### src/hdl/lbp_pkg.sv
`default_nettype none
package lbp_pkg;

  // byte counter width (capacity, room, bytes written)
  localparam int unsigned COUNT_WIDTH = 24;
  // most bytes one append can complete
  localparam int unsigned BYTE_LANES  = 4;
  localparam int unsigned MAX_BITS    = 32;

  // item kinds
  localparam logic MODE_APPEND = 1'b0;
  localparam logic MODE_FLUSH  = 1'b1;

  typedef struct packed {
    logic        mode;
    logic [5:0]  bit_count;
    logic [31:0] value;
  } in_word_t;

  typedef struct packed {
    logic [7:0]             out_byte;
    logic                   byte_valid;
    logic                   last;
    logic                   overflow_error;
    logic [COUNT_WIDTH-1:0] bytes_written;
  } out_word_t;

  // one classified item handed from front to back
  typedef struct packed {
    logic [8*BYTE_LANES-1:0] data;     // completed bytes, first in lane 0
    logic [2:0]              nbyte;    // bytes to emit
    logic                    tail;     // closing item without a byte
    logic                    err;      // tail reports overflow
    logic [COUNT_WIDTH-1:0]  written;  // count shown on the final item
  } job_t;

endpackage
`default_nettype wire

### src/hdl/lbp_front.sv
`default_nettype none
module lbp_front import lbp_pkg::*; (
  input  wire logic                   clk_i,
  input  wire logic                   rst_ni,
  input  wire logic                   accept_i,
  input  wire in_word_t               in_word_i,
  input  wire logic                   cfg_we_i,
  input  wire logic [COUNT_WIDTH-1:0] cfg_data_i,
  output logic                        job_push_o,
  output job_t                        job_o
);

  logic [2:0]             fill_q, fill_d;
  logic [7:0]             pending_q, pending_d;
  logic [COUNT_WIDTH-1:0] room_q, room_d;
  logic [COUNT_WIDTH-1:0] total_q, total_d;

  logic [5:0]  nbits;
  logic [31:0] val_m;
  logic [39:0] merged;
  logic [5:0]  tot_bits;
  logic [2:0]  nfull;
  logic        ovf;
  logic [7:0]  left_byte;

  // saturate count, mask unused value bits, merge above pending bits
  always_comb begin
    nbits = (in_word_i.bit_count > 6'(MAX_BITS)) ? 6'(MAX_BITS) : in_word_i.bit_count;
    for (int i = 0; i < 32; i++) begin
      val_m[i] = in_word_i.value[i] & (6'(i) < nbits);
    end
    merged   = ({8'b0, val_m} << fill_q) | {32'b0, pending_q};
    tot_bits = {3'b0, fill_q} + nbits;
    nfull    = tot_bits[5:3];
    ovf      = {{(COUNT_WIDTH-3){1'b0}}, nfull} > room_q;
  end

  // leftover partial byte after the completed ones
  always_comb begin
    unique case (nfull)
      3'd0:    left_byte = merged[7:0];
      3'd1:    left_byte = merged[15:8];
      3'd2:    left_byte = merged[23:16];
      3'd3:    left_byte = merged[31:24];
      3'd4:    left_byte = merged[39:32];
      default: left_byte = 8'h00;
    endcase
  end

  // classify the item and update packer state
  always_comb begin
    fill_d     = fill_q;
    pending_d  = pending_q;
    room_d     = room_q;
    total_d    = total_q;
    job_push_o = 1'b0;
    job_o      = '0;
    if (cfg_we_i) begin
      fill_d    = '0;
      pending_d = '0;
      room_d    = cfg_data_i;
      total_d   = '0;
    end else if (accept_i) begin
      if (in_word_i.mode == MODE_APPEND) begin
        job_o.data = merged[31:0];
        if (ovf) begin
          job_push_o  = 1'b1;
          job_o.nbyte = room_q[2:0];
          job_o.tail  = 1'b1;
          job_o.err   = 1'b1;
          fill_d      = '0;
          pending_d   = '0;
          room_d      = '0;
          total_d     = '0;
        end else begin
          job_push_o  = (nfull != 3'd0);
          job_o.nbyte = nfull;
          fill_d      = tot_bits[2:0];
          pending_d   = left_byte;
          room_d      = room_q - COUNT_WIDTH'(nfull);
          total_d     = total_q + COUNT_WIDTH'(nfull);
        end
      end else begin
        job_push_o = 1'b1;
        if (fill_q == 3'd0) begin
          job_o.tail    = 1'b1;
          job_o.written = total_q;
        end else if (room_q == '0) begin
          job_o.tail = 1'b1;
          job_o.err  = 1'b1;
          fill_d     = '0;
          pending_d  = '0;
          total_d    = '0;
        end else begin
          job_o.data    = {24'b0, pending_q};
          job_o.nbyte   = 3'd1;
          job_o.written = total_q + COUNT_WIDTH'(1);
          fill_d        = '0;
          pending_d     = '0;
          room_d        = room_q - COUNT_WIDTH'(1);
          total_d       = total_q + COUNT_WIDTH'(1);
        end
      end
    end
  end

  always_ff @(posedge clk_i or negedge rst_ni) begin
    if (!rst_ni) begin
      fill_q    <= '0;
      pending_q <= '0;
      room_q    <= '0;
      total_q   <= '0;
    end else begin
      fill_q    <= fill_d;
      pending_q <= pending_d;
      room_q    <= room_d;
      total_q   <= total_d;
    end
  end

endmodule
`default_nettype wire

### src/hdl/lbp_queue.sv
`default_nettype none
module lbp_queue import lbp_pkg::*; #(
  parameter int unsigned DEPTH = 2
) (
  input  wire logic clk_i,
  input  wire logic rst_ni,
  input  wire logic push_i,
  input  wire job_t job_i,
  output logic      full_o,
  input  wire logic pop_i,
  output logic      valid_o,
  output job_t      job_o
);

  localparam int unsigned AW = (DEPTH > 1) ? $clog2(DEPTH) : 1;
  localparam int unsigned CW = $clog2(DEPTH + 1);

  job_t          mem_q [DEPTH];
  logic [AW-1:0] wr_q, wr_d, rd_q, rd_d;
  logic [CW-1:0] cnt_q, cnt_d;
  logic          do_push, do_pop;

  assign full_o  = (cnt_q == CW'(DEPTH));
  assign valid_o = (cnt_q != '0);
  assign job_o   = mem_q[rd_q];
  assign do_push = push_i && !full_o;
  assign do_pop  = pop_i && valid_o;

  // pointer and occupancy update
  always_comb begin
    wr_d  = wr_q;
    rd_d  = rd_q;
    cnt_d = cnt_q;
    if (do_push) begin
      wr_d = (wr_q == AW'(DEPTH - 1)) ? '0 : wr_q + AW'(1);
    end
    if (do_pop) begin
      rd_d = (rd_q == AW'(DEPTH - 1)) ? '0 : rd_q + AW'(1);
    end
    if (do_push && !do_pop) begin
      cnt_d = cnt_q + CW'(1);
    end else if (do_pop && !do_push) begin
      cnt_d = cnt_q - CW'(1);
    end
  end

  always_ff @(posedge clk_i or negedge rst_ni) begin
    if (!rst_ni) begin
      wr_q  <= '0;
      rd_q  <= '0;
      cnt_q <= '0;
    end else begin
      wr_q  <= wr_d;
      rd_q  <= rd_d;
      cnt_q <= cnt_d;
    end
  end

  // entry storage
  always_ff @(posedge clk_i) begin
    if (do_push) begin
      mem_q[wr_q] <= job_i;
    end
  end

endmodule
`default_nettype wire

### src/hdl/lbp_back.sv
`default_nettype none
module lbp_back import lbp_pkg::*; (
  input  wire logic clk_i,
  input  wire logic rst_ni,
  input  wire logic q_valid_i,
  input  wire job_t q_job_i,
  output logic      q_pop_o,
  output logic      empty_o,
  input  wire logic pop_i,
  output out_word_t out_word_o
);

  logic       busy_q, busy_d;
  logic [2:0] idx_q, idx_d;
  job_t       job_q;
  logic [2:0] n_items;
  logic       is_byte, last_item, load;

  assign n_items   = job_q.nbyte + {2'b0, job_q.tail};
  assign is_byte   = idx_q < job_q.nbyte;
  assign last_item = (idx_q == n_items - 3'd1);
  assign empty_o   = !busy_q;
  assign load      = q_valid_i && (!busy_q || (pop_i && last_item));
  assign q_pop_o   = load;

  // current result word
  always_comb begin
    out_word_o                = '0;
    out_word_o.byte_valid     = is_byte;
    out_word_o.last           = last_item;
    out_word_o.overflow_error = !is_byte && job_q.err;
    out_word_o.bytes_written  = last_item ? job_q.written : '0;
    if (is_byte) begin
      out_word_o.out_byte = job_q.data[8*idx_q[1:0] +: 8];
    end
  end

  // step through the words of the held job
  always_comb begin
    busy_d = busy_q;
    idx_d  = idx_q;
    if (load) begin
      busy_d = 1'b1;
      idx_d  = '0;
    end else if (busy_q && pop_i) begin
      if (last_item) begin
        busy_d = 1'b0;
      end else begin
        idx_d = idx_q + 3'd1;
      end
    end
  end

  always_ff @(posedge clk_i or negedge rst_ni) begin
    if (!rst_ni) begin
      busy_q <= 1'b0;
      idx_q  <= '0;
    end else begin
      busy_q <= busy_d;
      idx_q  <= idx_d;
    end
  end

  always_ff @(posedge clk_i) begin
    if (load) begin
      job_q <= q_job_i;
    end
  end

endmodule
`default_nettype wire

### src/hdl/lsb_first_bit_packer.sv
// Channel   Direction  Handshake                 Word
// input     in         push / full               in_word_i  (mode, bit_count, value)
// result    out        empty / pop               out_word_o (byte, flags, bytes_written)
// capacity  in         cfg_valid_i / cfg_ready_o cfg_data_i (24-bit byte capacity)
//
// An input word is classified in the cycle it is accepted and queued for the
// back end; its first result word shows once the back end loads it from the queue.
// The back end shows one result word per cycle while pop is asserted; an item
// has 0 to 4 result words, and the input can take new items while older ones wait.
// Reset clears all control state and leaves zero capacity; no clearing pass follows.
// full rises only when the job queue is full; results may stall indefinitely.
`default_nettype none
module lsb_first_bit_packer import lbp_pkg::*; #(
  parameter int unsigned QUEUE_DEPTH = 2
) (
  input  wire logic                   clk_i,
  input  wire logic                   rst_ni,
  input  wire logic                   push,
  output logic                        full,
  input  wire in_word_t               in_word_i,
  output logic                        empty,
  input  wire logic                   pop,
  output out_word_t                   out_word_o,
  input  wire logic                   cfg_valid_i,
  output logic                        cfg_ready_o,
  input  wire logic [COUNT_WIDTH-1:0] cfg_data_i
);

  logic job_push, q_pop, q_valid;
  job_t job_in, job_head;

  assign cfg_ready_o = 1'b1;

  lbp_front u_front (
    .clk_i      (clk_i),
    .rst_ni     (rst_ni),
    .accept_i   (push && !full),
    .in_word_i  (in_word_i),
    .cfg_we_i   (cfg_valid_i),
    .cfg_data_i (cfg_data_i),
    .job_push_o (job_push),
    .job_o      (job_in)
  );

  lbp_queue #(.DEPTH(QUEUE_DEPTH)) u_queue (
    .clk_i   (clk_i),
    .rst_ni  (rst_ni),
    .push_i  (job_push),
    .job_i   (job_in),
    .full_o  (full),
    .pop_i   (q_pop),
    .valid_o (q_valid),
    .job_o   (job_head)
  );

  lbp_back u_back (
    .clk_i      (clk_i),
    .rst_ni     (rst_ni),
    .q_valid_i  (q_valid),
    .q_job_i    (job_head),
    .q_pop_o    (q_pop),
    .empty_o    (empty),
    .pop_i      (pop),
    .out_word_o (out_word_o)
  );

endmodule
`default_nettype wire

### config.mk
export PLATFORM = sky130hd
export DESIGN_NAME = lsb_first_bit_packer
export DESIGN_NICKNAME = d
export VERILOG_FILES = /design/src/hdl/lbp_pkg.sv /design/src/hdl/lbp_front.sv /design/src/hdl/lbp_queue.sv /design/src/hdl/lbp_back.sv /design/src/hdl/lsb_first_bit_packer.sv
export SDC_FILE = /design/constraint.sdc
export NUM_CORES = 1
export LEC_CHECK = 0
export ABC_AREA = 1
export ABC_CLOCK_PERIOD_IN_PS = 15600
export BUFFER_PORTS_ARGS = -buffer_cell sky130_fd_sc_hd__buf_2
export CORE_MARGIN = 2
export CORE_UTILIZATION = 30
export DETAILED_ROUTE_END_ITERATION = 6
export HOLD_SLACK_MARGIN = 0.1
export RECOVER_POWER = 100
export SYNTH_ARGS = -nofsm -noshare
export SYNTH_HDL_FRONTEND = slang
export SYNTH_SLANG_ARGS = --single-unit
### constraint.sdc
create_clock -name clk_i -period 15.6 [get_ports clk_i]
set_clock_uncertainty 0.05 [all_clocks]
set_input_delay 3.12 -clock clk_i [delete_from_list [all_inputs] [get_ports clk_i]]
set_output_delay 3.12 -clock clk_i [all_outputs]
set_load 0.05 [all_outputs]
; Word level (Yosys, flattened, before mapping)
; Memories as Yosys holds them, arrays and structs flattened. A register that Yosys moved wholly into a read port is not among the register bits.
; Cells that the tools add are included.
; Widths: inputs -> output; s select.
[word_totals]
ff_bits = 67
mem_bits_rw = 122
out_inout_bits = 38
mem_count = 1
[op_classes]
add_sub_neg = 12
order_cmp = 35
eq_ne = 9
shifts = 2
mux = 53
bitwise = 33
reduce_logical = 28
[memory_table]
columns = memory, words, width, read_ports, rd_ports_with_merged_regs, write_ports, line
row1 = u_queue.mem_q, 2, 61, 1, 1, 1, lbp_queue.sv:18  ; job_t mem_q [DEPTH];
[op_table]
columns = cell, count
row1 = $mux 24, 14
row2 = $mux 61, 2
row3 = $lt 5x6->1 const A, 16
row4 = $lt 4x6->1 const A, 8
row5 = $mux 8, 6
row6 = $or 40x8->40, 1
row7 = $pmux 8 s5, 1
row8 = $shl 32x3->40, 1
row9 = $mux 37, 1
row10 = $mux 35, 1
row11 = $and 1x1->1, 32
row12 = $shiftx 32x6->8, 1
row13 = $mux 3, 9
row14 = $add 24x1->24 const B, 1
row15 = $add 24x3->24, 1
row16 = $gt 3x24->1, 1
row17 = $logic_not 24->1, 1
row18 = $lt 3x6->1 const A, 4
row19 = $sub 24x1->24 const B, 1
row20 = $sub 24x3->24, 1
row21 = $mux 1, 13
row22 = $lt 1x6->1 const A, 2
row23 = $lt 2x6->1 const A, 2
row24 = $mux 11, 1
row25 = other kinds (26), 51

; Logic depth before layout (Yosys ltp)
; Gate-level depths: netlist of run 1.
[depth]
depth_word = 13
ltp_mapped = 27
mapped_depth_nobuf = 26

; Hierarchy
; From an unflattened synthesis of run 1, not the netlist that was laid out.
[unflattened]
cells_unflattened = 1853
hier_area_um2 = 14990.6
[modules_own_cells]
columns = mod, n_inst, cells_per_inst, area_per_inst_um2, seq_area_each_um2
row1 = lbp_front, 1, 1271, 7543.5, 1476.4
row2 = lbp_queue, 1, 350, 4712.0, 3763.6
row3 = lbp_back, 1, 228, 2713.9, 1931.9
row4 = lsb_first_bit_packer, 1, 4, 21.3, 0.0

; Worst setup path after synthesis of run 1
; OpenSTA, ideal clock, no wires.
[synth_timing]
path_kind = input to register
startpoint = input port in_word_i[33] in the netlist's numbering
endpoint = memory u_queue.mem_q[1][0] in the netlist's numbering, enable pin
t_arrival_ps = 8151
required_ps = 15068
path_slack_ps = 6918
cell_stages = 19
path_cell_list = buf_2 nor2_1 nand3_1 nand2_1 nand2_1 inv_1 ha_1 nand3_1 nand3_1 xor2_4 ha_1 fa_1 or2_1 nand2_2 nor2_1 nand2_2 nand2_4 o21ai_1 nor2_1
[synth_between]
elab_chain_len = 11
[synth_lines]
columns = item, line
row1 = "start, declared", lsb_first_bit_packer.sv:20  ; input wire in_word_t in_word_i,
row2 = $gt 6x6->1, lbp_front.sv:28  ; nbits = (in_word_i.bit_count > 6'(MAX_BITS)) ? 6'(MAX_BITS) : in_word_i.bit_count;
row3 = $mux 6 *, lbp_front.sv:28
row4 = $add 3x6->6 *, lbp_front.sv:33  ; tot_bits = {3'b0, fill_q} + nbits;
row5 = $gt 3x24->1 / $reduce_bool 3->1 (equally long branches), "lbp_front.sv:35, lbp_front.sv:76"
row6 = $mux 1 *, lbp_front.sv:66  ; if (ovf) begin
row7 = $mux 1 *, lbp_front.sv:64  ; if (in_word_i.mode == MODE_APPEND) begin
row8 = $mux 1 *, lbp_front.sv:63  ; end else if (accept_i) begin
row9 = $mux 1 *, lbp_front.sv:58  ; if (cfg_we_i) begin
row10 = $logic_and 1x1->1 *, lbp_queue.sv:26  ; assign do_push = push_i && !full_o;
row11 = $mux 1 *, lbp_queue.sv:61  ; if (do_push) begin
row12 = $mux 1 (implied by the code) *, lbp_queue.sv:62  ; mem_q[wr_q] <= job_i;
row13 = "end, declared", lbp_queue.sv:18
; Mark *: on every way between the ends. The rest lies on a longest branch, timed or not.

; Final worst setup path of run 1
[layout_timing]
startpoint = input port in_word_i[37] in the netlist's numbering
endpoint = memory u_queue.mem_q[0][12] in the netlist's numbering, enable pin
; The elaborated chain is that of the path after synthesis.

==> results of run 1 <==
area by class of cell:
cell class                      instances  area (µm²)
Timing Repair Buffer                  110       504.2
Sequential cell                       250        7172
Tap cell                              615       769.5
Clock buffer                           33       760.7
Inverter                              195       740.7
Multi-Input combinational cell       1314        6367
Fill cell                            4964       31410
Clock inverter                         19       220.2
logic make-up after synthesis:
group | synth area share
buf+inv | 0.07128
simple gates | 0.2896
compound gates | 0.1081
flops | 0.4899
xor+xnor | 0.02222
fa+ha+maj | 0.01863
other cells | 0.0002561
report_power, final:
group	internal, mW	leakage, nW	switching (mW)
Clock	0.416	0.464	0.272
Combinational	0.223	3.97	0.707
Sequential	0.904	2.57	0.104
sequential cells by signal (all words and copies together), names as in the netlist:
name / cells
u_queue.wr_q: 1
u_front.total_q: 24
u_queue.cnt_q: 2
u_queue.mem_q: 122
u_back.idx_q: 3
u_back.busy_q: 1
u_front.pending_q: 8
u_queue.rd_q: 1
u_back.job_q: 61
u_front.room_q: 24
u_front.fill_q: 3
routing by layer:
layer | up-vias | wire length, µm | global-route usage
met5 | - | 0 | 0
met4 | 0 | 965 | 0.04657
met3 | 59 | 2425 | 0.02164
met2 | 394 | 19600 | 0.2701
met1 | 6021 | 19180 | 0.2304
li1 | 6254 | - | -
cell usage in the layout, fill, tap and decap left out, types with 4 or more instances in the layout:
cell and n:
nor4_1 8, bufinv_16 4, nor2_2 9, o22ai_1 5
ha_1 17, nor2_1 203, dfrtp_1 67, nand3_1 163
o21ai_0 120, buf_2 64, xor2_1 30, nor3_1 21
o21bai_1 5, clkbuf_1 45, a22oi_1 7, a2bb2oi_1 4
edfxtp_1 183, clkbuf_16 29, clkinvlp_4 7, o211ai_1 17
xnor2_1 4, nand2_2 5, nand2_1 532, a21oi_1 67
nor3_4 4, o21ai_1 4, nand4_1 29, inv_1 177
inv_2 13, a31oi_1 11, clkinv_2 6, o221ai_1 7
how the worst min path moves through the flow:
stage                                     start                          endpoint  slack (ps)  cells past startpoint
2_1_floorplan  u_front.pending_q[4]$_DFFE_PN0P_  u_front.pending_q[4]$_DFFE_PN0P_         410                      2
5_1_grt        u_front.pending_q[1]$_DFFE_PN0P_  u_front.pending_q[1]$_DFFE_PN0P_         470                      2
3_5_place_dp   u_front.pending_q[5]$_DFFE_PN0P_  u_front.pending_q[5]$_DFFE_PN0P_         440                      2
3_3_place_gp   u_front.pending_q[4]$_DFFE_PN0P_  u_front.pending_q[4]$_DFFE_PN0P_         430                      2
6_report       u_front.pending_q[1]$_DFFE_PN0P_  u_front.pending_q[1]$_DFFE_PN0P_         460                      2
4_1_cts        u_front.pending_q[5]$_DFFE_PN0P_  u_front.pending_q[5]$_DFFE_PN0P_         450                      2
critical path, delay by kind of cell:
kind | cells | cell delay (ps)
adder cells (fa/ha/maj) | 3 | 820
AND/OR/NAND/NOR | 12 | 3300
AO/OA/AOI/OAI | 1 | 330
buffers and inverters | 4 | 2650
==> reports/metrics.sh, run 1 <==
NETLIST.TOP_CELL.BY_AREA='edfxtp_1'
CRITICAL_PATH.STARTPOINT='in_word_i[37]'
GRT_ANTENNA_BEFORE_REPAIR=0
FP.DIEAREA_UM2=50580
CRIT_REQUIRED_PS=15680
BUFS_ON_LONGEST_CLOCK_PATH=3
PORTBUFFERS=104
CRITPATHMOSTFREQUENTCELL='nand2_1'
RR_STARTPOINT='u_front.fill_q[0]$_DFFE_PN0P_'
TRITONCTS='built'
REPORT.POWER.TOTAL_mW=2.627
CTS_RESIZED=0
ANT_NETS=0
DP.FINAL_HPWL_UM=31190
CRITICAL_PATH.REG2REG.ENDPOINT='u_queue.mem_q[0][12]$_DFFE_PP_'
REMAINING_DRC_ERRORS=0
WORST_SETUP_SLACK_AFTER_PLACEMENT_PS=7764
FINALCRITPERIODSHARE=0.6525
POSTSYNTHNETCOUNT=1915
POST_DRT_VIA_CELL_RATIO=5.019
VIOLATIONS='capacitance limit, slew limit'
GRT_START_MAX_NET_PINS=68
SYN-INSTANCE-COUNT=1827
CLKSINKCOUNT=250
CTS.CLK_SLEW.WORST_PATHS_PS=60
SYNTHFLOPTYPE='edfxtp_1'
CORE_UM2=47950
HOLD_PATH.CLASS='flip-flop to flip-flop'
STARTPOINT_TYPE='primary input'
NUM_VIAS=12728
END_KIND='flip-flop'
IR_WORST_VDD_V=0.00007710
ANTENNADIODECOUNT=0
POWER.STATIC_LEAKAGE_nW=6.998
WORST_SLEW_PIN_SLEW_PS=4227
MAXCAPVIOLATIONS=8
STD_CELL_ROWS=80
CLKLATENCYLATEPIN_PS=550
SYNTH-SEQ-CELLS=250
WORSTSETUPPATHTYPE='primary input to flip-flop'
SLEW_HEADROOM=-1.818
LAST_ELEMENT_OF_THE_CRITICAL_PATH='u_queue.mem_q[0][12]$_DFFE_PP_'
LAYOUT.CORE_UTILIZATION=0.3449
GRT_PASS1_WL_UM=66640
NNETSFINAL=1987
SYNTH-WARNING-COUNT=0
FINALSETUPVIOLCOUNT=0
FINAL.SETUP.WORST_SLACK_PS=5421
RSZ0062_AT_GRT='no'
CTS-HTREE-LEVELS=1
POSTCTSHOLDBUFS=0
SYNTH_MOST_COMMON_CELL='nand2_1'
CRIT_PATH_MAX_INCR_DELAY_PS=1640
DETAIL_ROUTE.WL_PER_CELL_UM=16.63
FINALINSTANCEAREA_UM2=16530
GRTUSAGETOTAL=0.1655
FIN_CELLS=2536
REG2REG_SETUP_SLACK_PS=8380
FIN_SETUP_TNS_PS=0
POST-CTS-SETUP-BUFFER-COUNT=0
DIE_H_UM=224.9
AREAGROWTHSYNTHTOFINISH_PCT=12.94
WORSTREGTOREGCELLS=17
ASYNC_FLOP_SHARE=0.2680
SYNTH-SEQ-AREA-SHARE=0.4899
GLOBALPLACE.CONGESTION=0.9177
DETAIL_ROUTE.ITER0.VIOLATIONS=1072
FINAL.HOLD.WORST_SLACK_PS=455.4
TIMING.FINAL.MAX_SLEW_VIOLATIONS=383
SYNTH.AVG_CELL_AREA_UM2=8.013
RUN_STATUS='complete, but fails checks'
DP.CELLS=2484
DIE_W_UM=224.9
DRIVE_GT1_FRAC=0.08589
POWER-PER-CELL-AREA_nW_PER_UM2=158.8
CRIT_FANOUT=36
PLACEMENT.CELL_AREA_UM2=15690
PERIOD_NEEDED_PS=10180
SYN_AREA_UM2=14640
POST_SYNTH_NUM_CELL_TYPES=65
FLOORPLAN.IO_PINS=106
CLOCK.FMAX_GHz=0.09824
TIMING.CRITICAL_PATH.SLOWEST_STAGE_CELL='nor2_1'
FIRST_GLOBAL_VIAS=12216
CRIT_ARRIVAL_PS=10260
DRT_FIRST_PASS_ITERS=5
GRT_OVERFLOW=0
POST_SYNTH_MOST_FREQUENT_CELLS='nand2_1, nor2_1, edfxtp_1'
FLOORPLAN.INITIALDENSITY=0.3053
CTS_ROOT_BUFFER='clkbuf_16'
SYNTH.TOP_CELL.AREA_SHARE=0.3754
CRIT_PATH_CELL_TRACE='clkbuf_1, nand2_1, inv_1, nor2_1, ha_1, fa_1, nand2_1, nand2_1, nand3_2, nand2_1, clkinvlp_2, fa_1, or2_0, nand2_1, nor2_1, nand2_1, nand2_1, o21ai_0, nor2_1, clkbuf_1'
FINALHOLDVIOLCOUNT=0
SYNTH.TOP_CELLS.BY_AREA='edfxtp_1, nand2_1, dfrtp_1'
WL_UM=42170
CTS_INSERTED_BUFFERS=28
SYNTH_ENABLE_FLOP_CELLS=183
No activity file was read; power rests on OpenSTA's default activity.
==> run 2, diff against run 1 <==
- ABC_CLOCK_PERIOD_IN_PS: 15600 -> 8500
- clock period: 15.6 -> 8.5 ns (I/O delays scaled with it)
==> reports/metrics.sh, run 2 (same netlist as run 1, synthesis figures left out) <==
RUN_STATUS='complete, but fails checks'
VIOLATIONS='capacitance limit, slew limit'
REG2REG_SETUP_SLACK_PS=2650  # -5730 ps
WORSTHOLDSTART='u_queue.mem_q[0][40]$_DFFE_PP_'
CRIT_ARRIVAL_PS=7030  # -3230 ps
POST-CTS-SETUP-BUFFER-COUNT=0  # unchanged
DETAIL_ROUTE.ITER0.VIOLATIONS=1063  # -0.84%
BUFS_ON_LONGEST_CLOCK_PATH=3  # unchanged
ANT_NETS=0  # unchanged
FLOORPLAN.INITIALDENSITY=0.3053  # unchanged
FIRST_GLOBAL_VIAS=12192  # -0.20%
CTS-HTREE-LEVELS=1  # unchanged
LARGEST_REGISTER_FF_COUNT=122  # unchanged
LAYOUT_TOP_REGISTERS='u_queue.mem_q (122), u_back.job_q (61)'
STD_CELL_ROWS=80  # unchanged
CRIT_FANOUT=40  # +11%
CLKLATENCYLATEPIN_PS=560  # about the same
TIMING.FINAL.MAX_SLEW_VIOLATIONS=248  # -35%
AREAGROWTHSYNTHTOFINISH_PCT=12.69
CLOCK.FMAX_GHz=0.1457
POWER.STATIC_LEAKAGE_nW=6.976  # -0.31%
GRT_START_MAX_NET_PINS=68  # unchanged
FINALSETUPVIOLCOUNT=0  # unchanged
POSTCTSHOLDBUFS=0  # unchanged
CTS_INSERTED_BUFFERS=28  # unchanged
POWER-PER-CELL-AREA_nW_PER_UM2=287.9  # +81%
GRT_OVERFLOW=0  # unchanged
END_KIND='flip-flop'
GRT_PASS1_WL_UM=66950  # +0.47%
FIN_SETUP_TNS_PS=0  # unchanged
REMAINING_DRC_ERRORS=0  # unchanged
DETAIL_ROUTE.WL_PER_CELL_UM=16.60  # -0.18%
POST_DRT_VIA_CELL_RATIO=4.986  # -0.66%
DIE_W_UM=224.9  # unchanged
RR_STARTPOINT='u_back.idx_q[0]$_DFFE_PN0P_'
WORSTREGTOREGCELLS=10  # -7
PERIOD_NEEDED_PS=6861
IR_WORST_VDD_V=0.0001740  # +130%
TRITONCTS='built'
DRIVE_GT1_FRAC=0.08329  # -0.002603
LARGEST_REGISTER='u_queue.mem_q'
NNETSFINAL=1987  # unchanged
CRIT_REQUIRED_PS=8670  # -7010 ps
NUM_VIAS=12649  # -0.62%
SLEW_HEADROOM=-1.726  # +0.09256
CTS_ROOT_BUFFER='clkbuf_16'
FP.DIEAREA_UM2=50580  # unchanged
FINALCRITPERIODSHARE=0.8072
DIE_H_UM=224.9  # unchanged
GLOBALPLACE.CONGESTION=0.9184  # about the same
CORE_UM2=47950  # unchanged
DP.FINAL_HPWL_UM=31110  # -0.23%
COMMONEST_CELLS_AFTER_ROUTING_FILL_AND_TAPS_ASIDE='nand2_1, nor2_1, edfxtp_1'
PLACEMENT.CELL_AREA_UM2=15690  # unchanged
MAXCAPVIOLATIONS=4  # -4
WHS_PATH_DEPTH=2  # unchanged
LAYOUT.CORE_UTILIZATION=0.3441  # -0.0007570
WORST_SLEW_PIN_SLEW_PS=4089  # -138.8 ps
STARTPOINT_TYPE='primary input'
WL_UM=42110  # -0.14%
PORTBUFFERS=104  # unchanged
CTS.CLK_SLEW.WORST_PATHS_PS=60  # about the same
FINALHOLDVIOLCOUNT=0  # unchanged
GRT_ANTENNA_BEFORE_REPAIR=0  # unchanged
DRT_FIRST_PASS_ITERS=6  # +1
GRTUSAGETOTAL=0.1660  # +0.0004467
CTS_RESIZED=0  # unchanged
FLOORPLAN.IO_PINS=106  # unchanged
MIN_DELAY_WORST_ENDPOINT='u_back.job_q[40]$_DFFE_PP_'
RSZ0062_AT_GRT='no'
WORSTSETUPPATHTYPE='primary input to flip-flop'
MOST_FREQUENT_STANDARD_CELL_IN_THE_LAYOUT_EXCLUDING_FILL_AND_TAP_CELLS='nand2_1'
REPORT.POWER.TOTAL_mW=4.749  # +81%
HOLD_PATH.CLASS='flip-flop to flip-flop'
CRITICAL_PATH.REG2REG.ENDPOINT='u_back.job_q[44]$_DFFE_PP_'
CLKSINKCOUNT=250  # unchanged
FINALINSTANCEAREA_UM2=16500  # -0.22%
-- run 2: cell count changes in the layout (fill, tap and decap cells not counted), moves of 2 or more --
cell and delta:
bufinv_16 -3, clkbuf_1 +5, clkinv_1 +2, o21ai_1 +2, o21ai_0 -3, clkinv_2 -6
clkbuf_8 +2, buf_4 +2, clkinvlp_4 -4
-- run 2: worst max path at each step --
stage / startpoint / end / slack [ps]
floorplan: in_word_i[33] / u_queue.mem_q[1][0]$_DFFE_PP_ / 1240
global placement: in_word_i[37] / u_queue.mem_q[1][47]$_DFFE_PP_ / 2050
detailed placement: in_word_i[37] / u_queue.mem_q[1][49]$_DFFE_PP_ / 1860
CTS: in_word_i[37] / u_queue.mem_q[1][49]$_DFFE_PP_ / 2400
global route: in_word_i[37] / u_queue.mem_q[1][49]$_DFFE_PP_ / 1060
finish: in_word_i[37] / u_queue.mem_q[1][49]$_DFFE_PP_ / 1640
-- run 2: critical path, stage by stage --
cell and delay (ps):
clkbuf_1 600, clkinvlp_2 530, nand2_1 440, inv_1 260, nor2_1 430, o21ai_2 180
ha_1 370, inv_1 80, or2_1 130, nand2_1 120, nor2_1 110, nand2_1 180
nand2_4 200, o21ai_1 280, nor2_4 950, buf_4 460
-- run 2: layer usage --
metal / track usage / share of wire / vias up
met2: 0.2697 / 0.45 / 382
met4: 0.05341 / 0.030 / 0
met5: 0 / 0 / -
met1: 0.2285 / 0.46 / 5929
li1: - / - / 6255
met3: 0.02295 / 0.057 / 83
-- run 2: layout make-up --
| type | instances | area (µm²) |
|---|---|---|
| Antenna cell | 1 | 2.502 |
| Clock buffer | 42 | 814.5 |
| Clock inverter | 10 | 97.59 |
| Fill cell | 4939 | 31450 |
| Inverter | 195 | 737.0 |
| Multi-Input combinational cell | 1314 | 6394 |
| Sequential cell | 250 | 7172 |
| Tap cell | 615 | 769.5 |
| Timing Repair Buffer | 110 | 511.7 |
-- run 2: per-stage QoR --
step | hold WS, ps | setup WS (ps) | instances
after global placement | 432.7 | 2053 | 2484
after detailed placement | 435.8 | 1858 | 2484
after floorplan | 409.5 | 1238 | 1827
after global routing | 477.5 | 1056 | 2536
final | 458.0 | 1639 | 2537
after CTS | 454.7 | 2403 | 2536
-- run 2: power by group --
part / switching, mW / total (mW) / internal, mW
registers: 0.192 / 1.85 / 1.65
logic: 1.30 / 1.71 / 0.411
clock network: 0.494 / 1.19 / 0.696
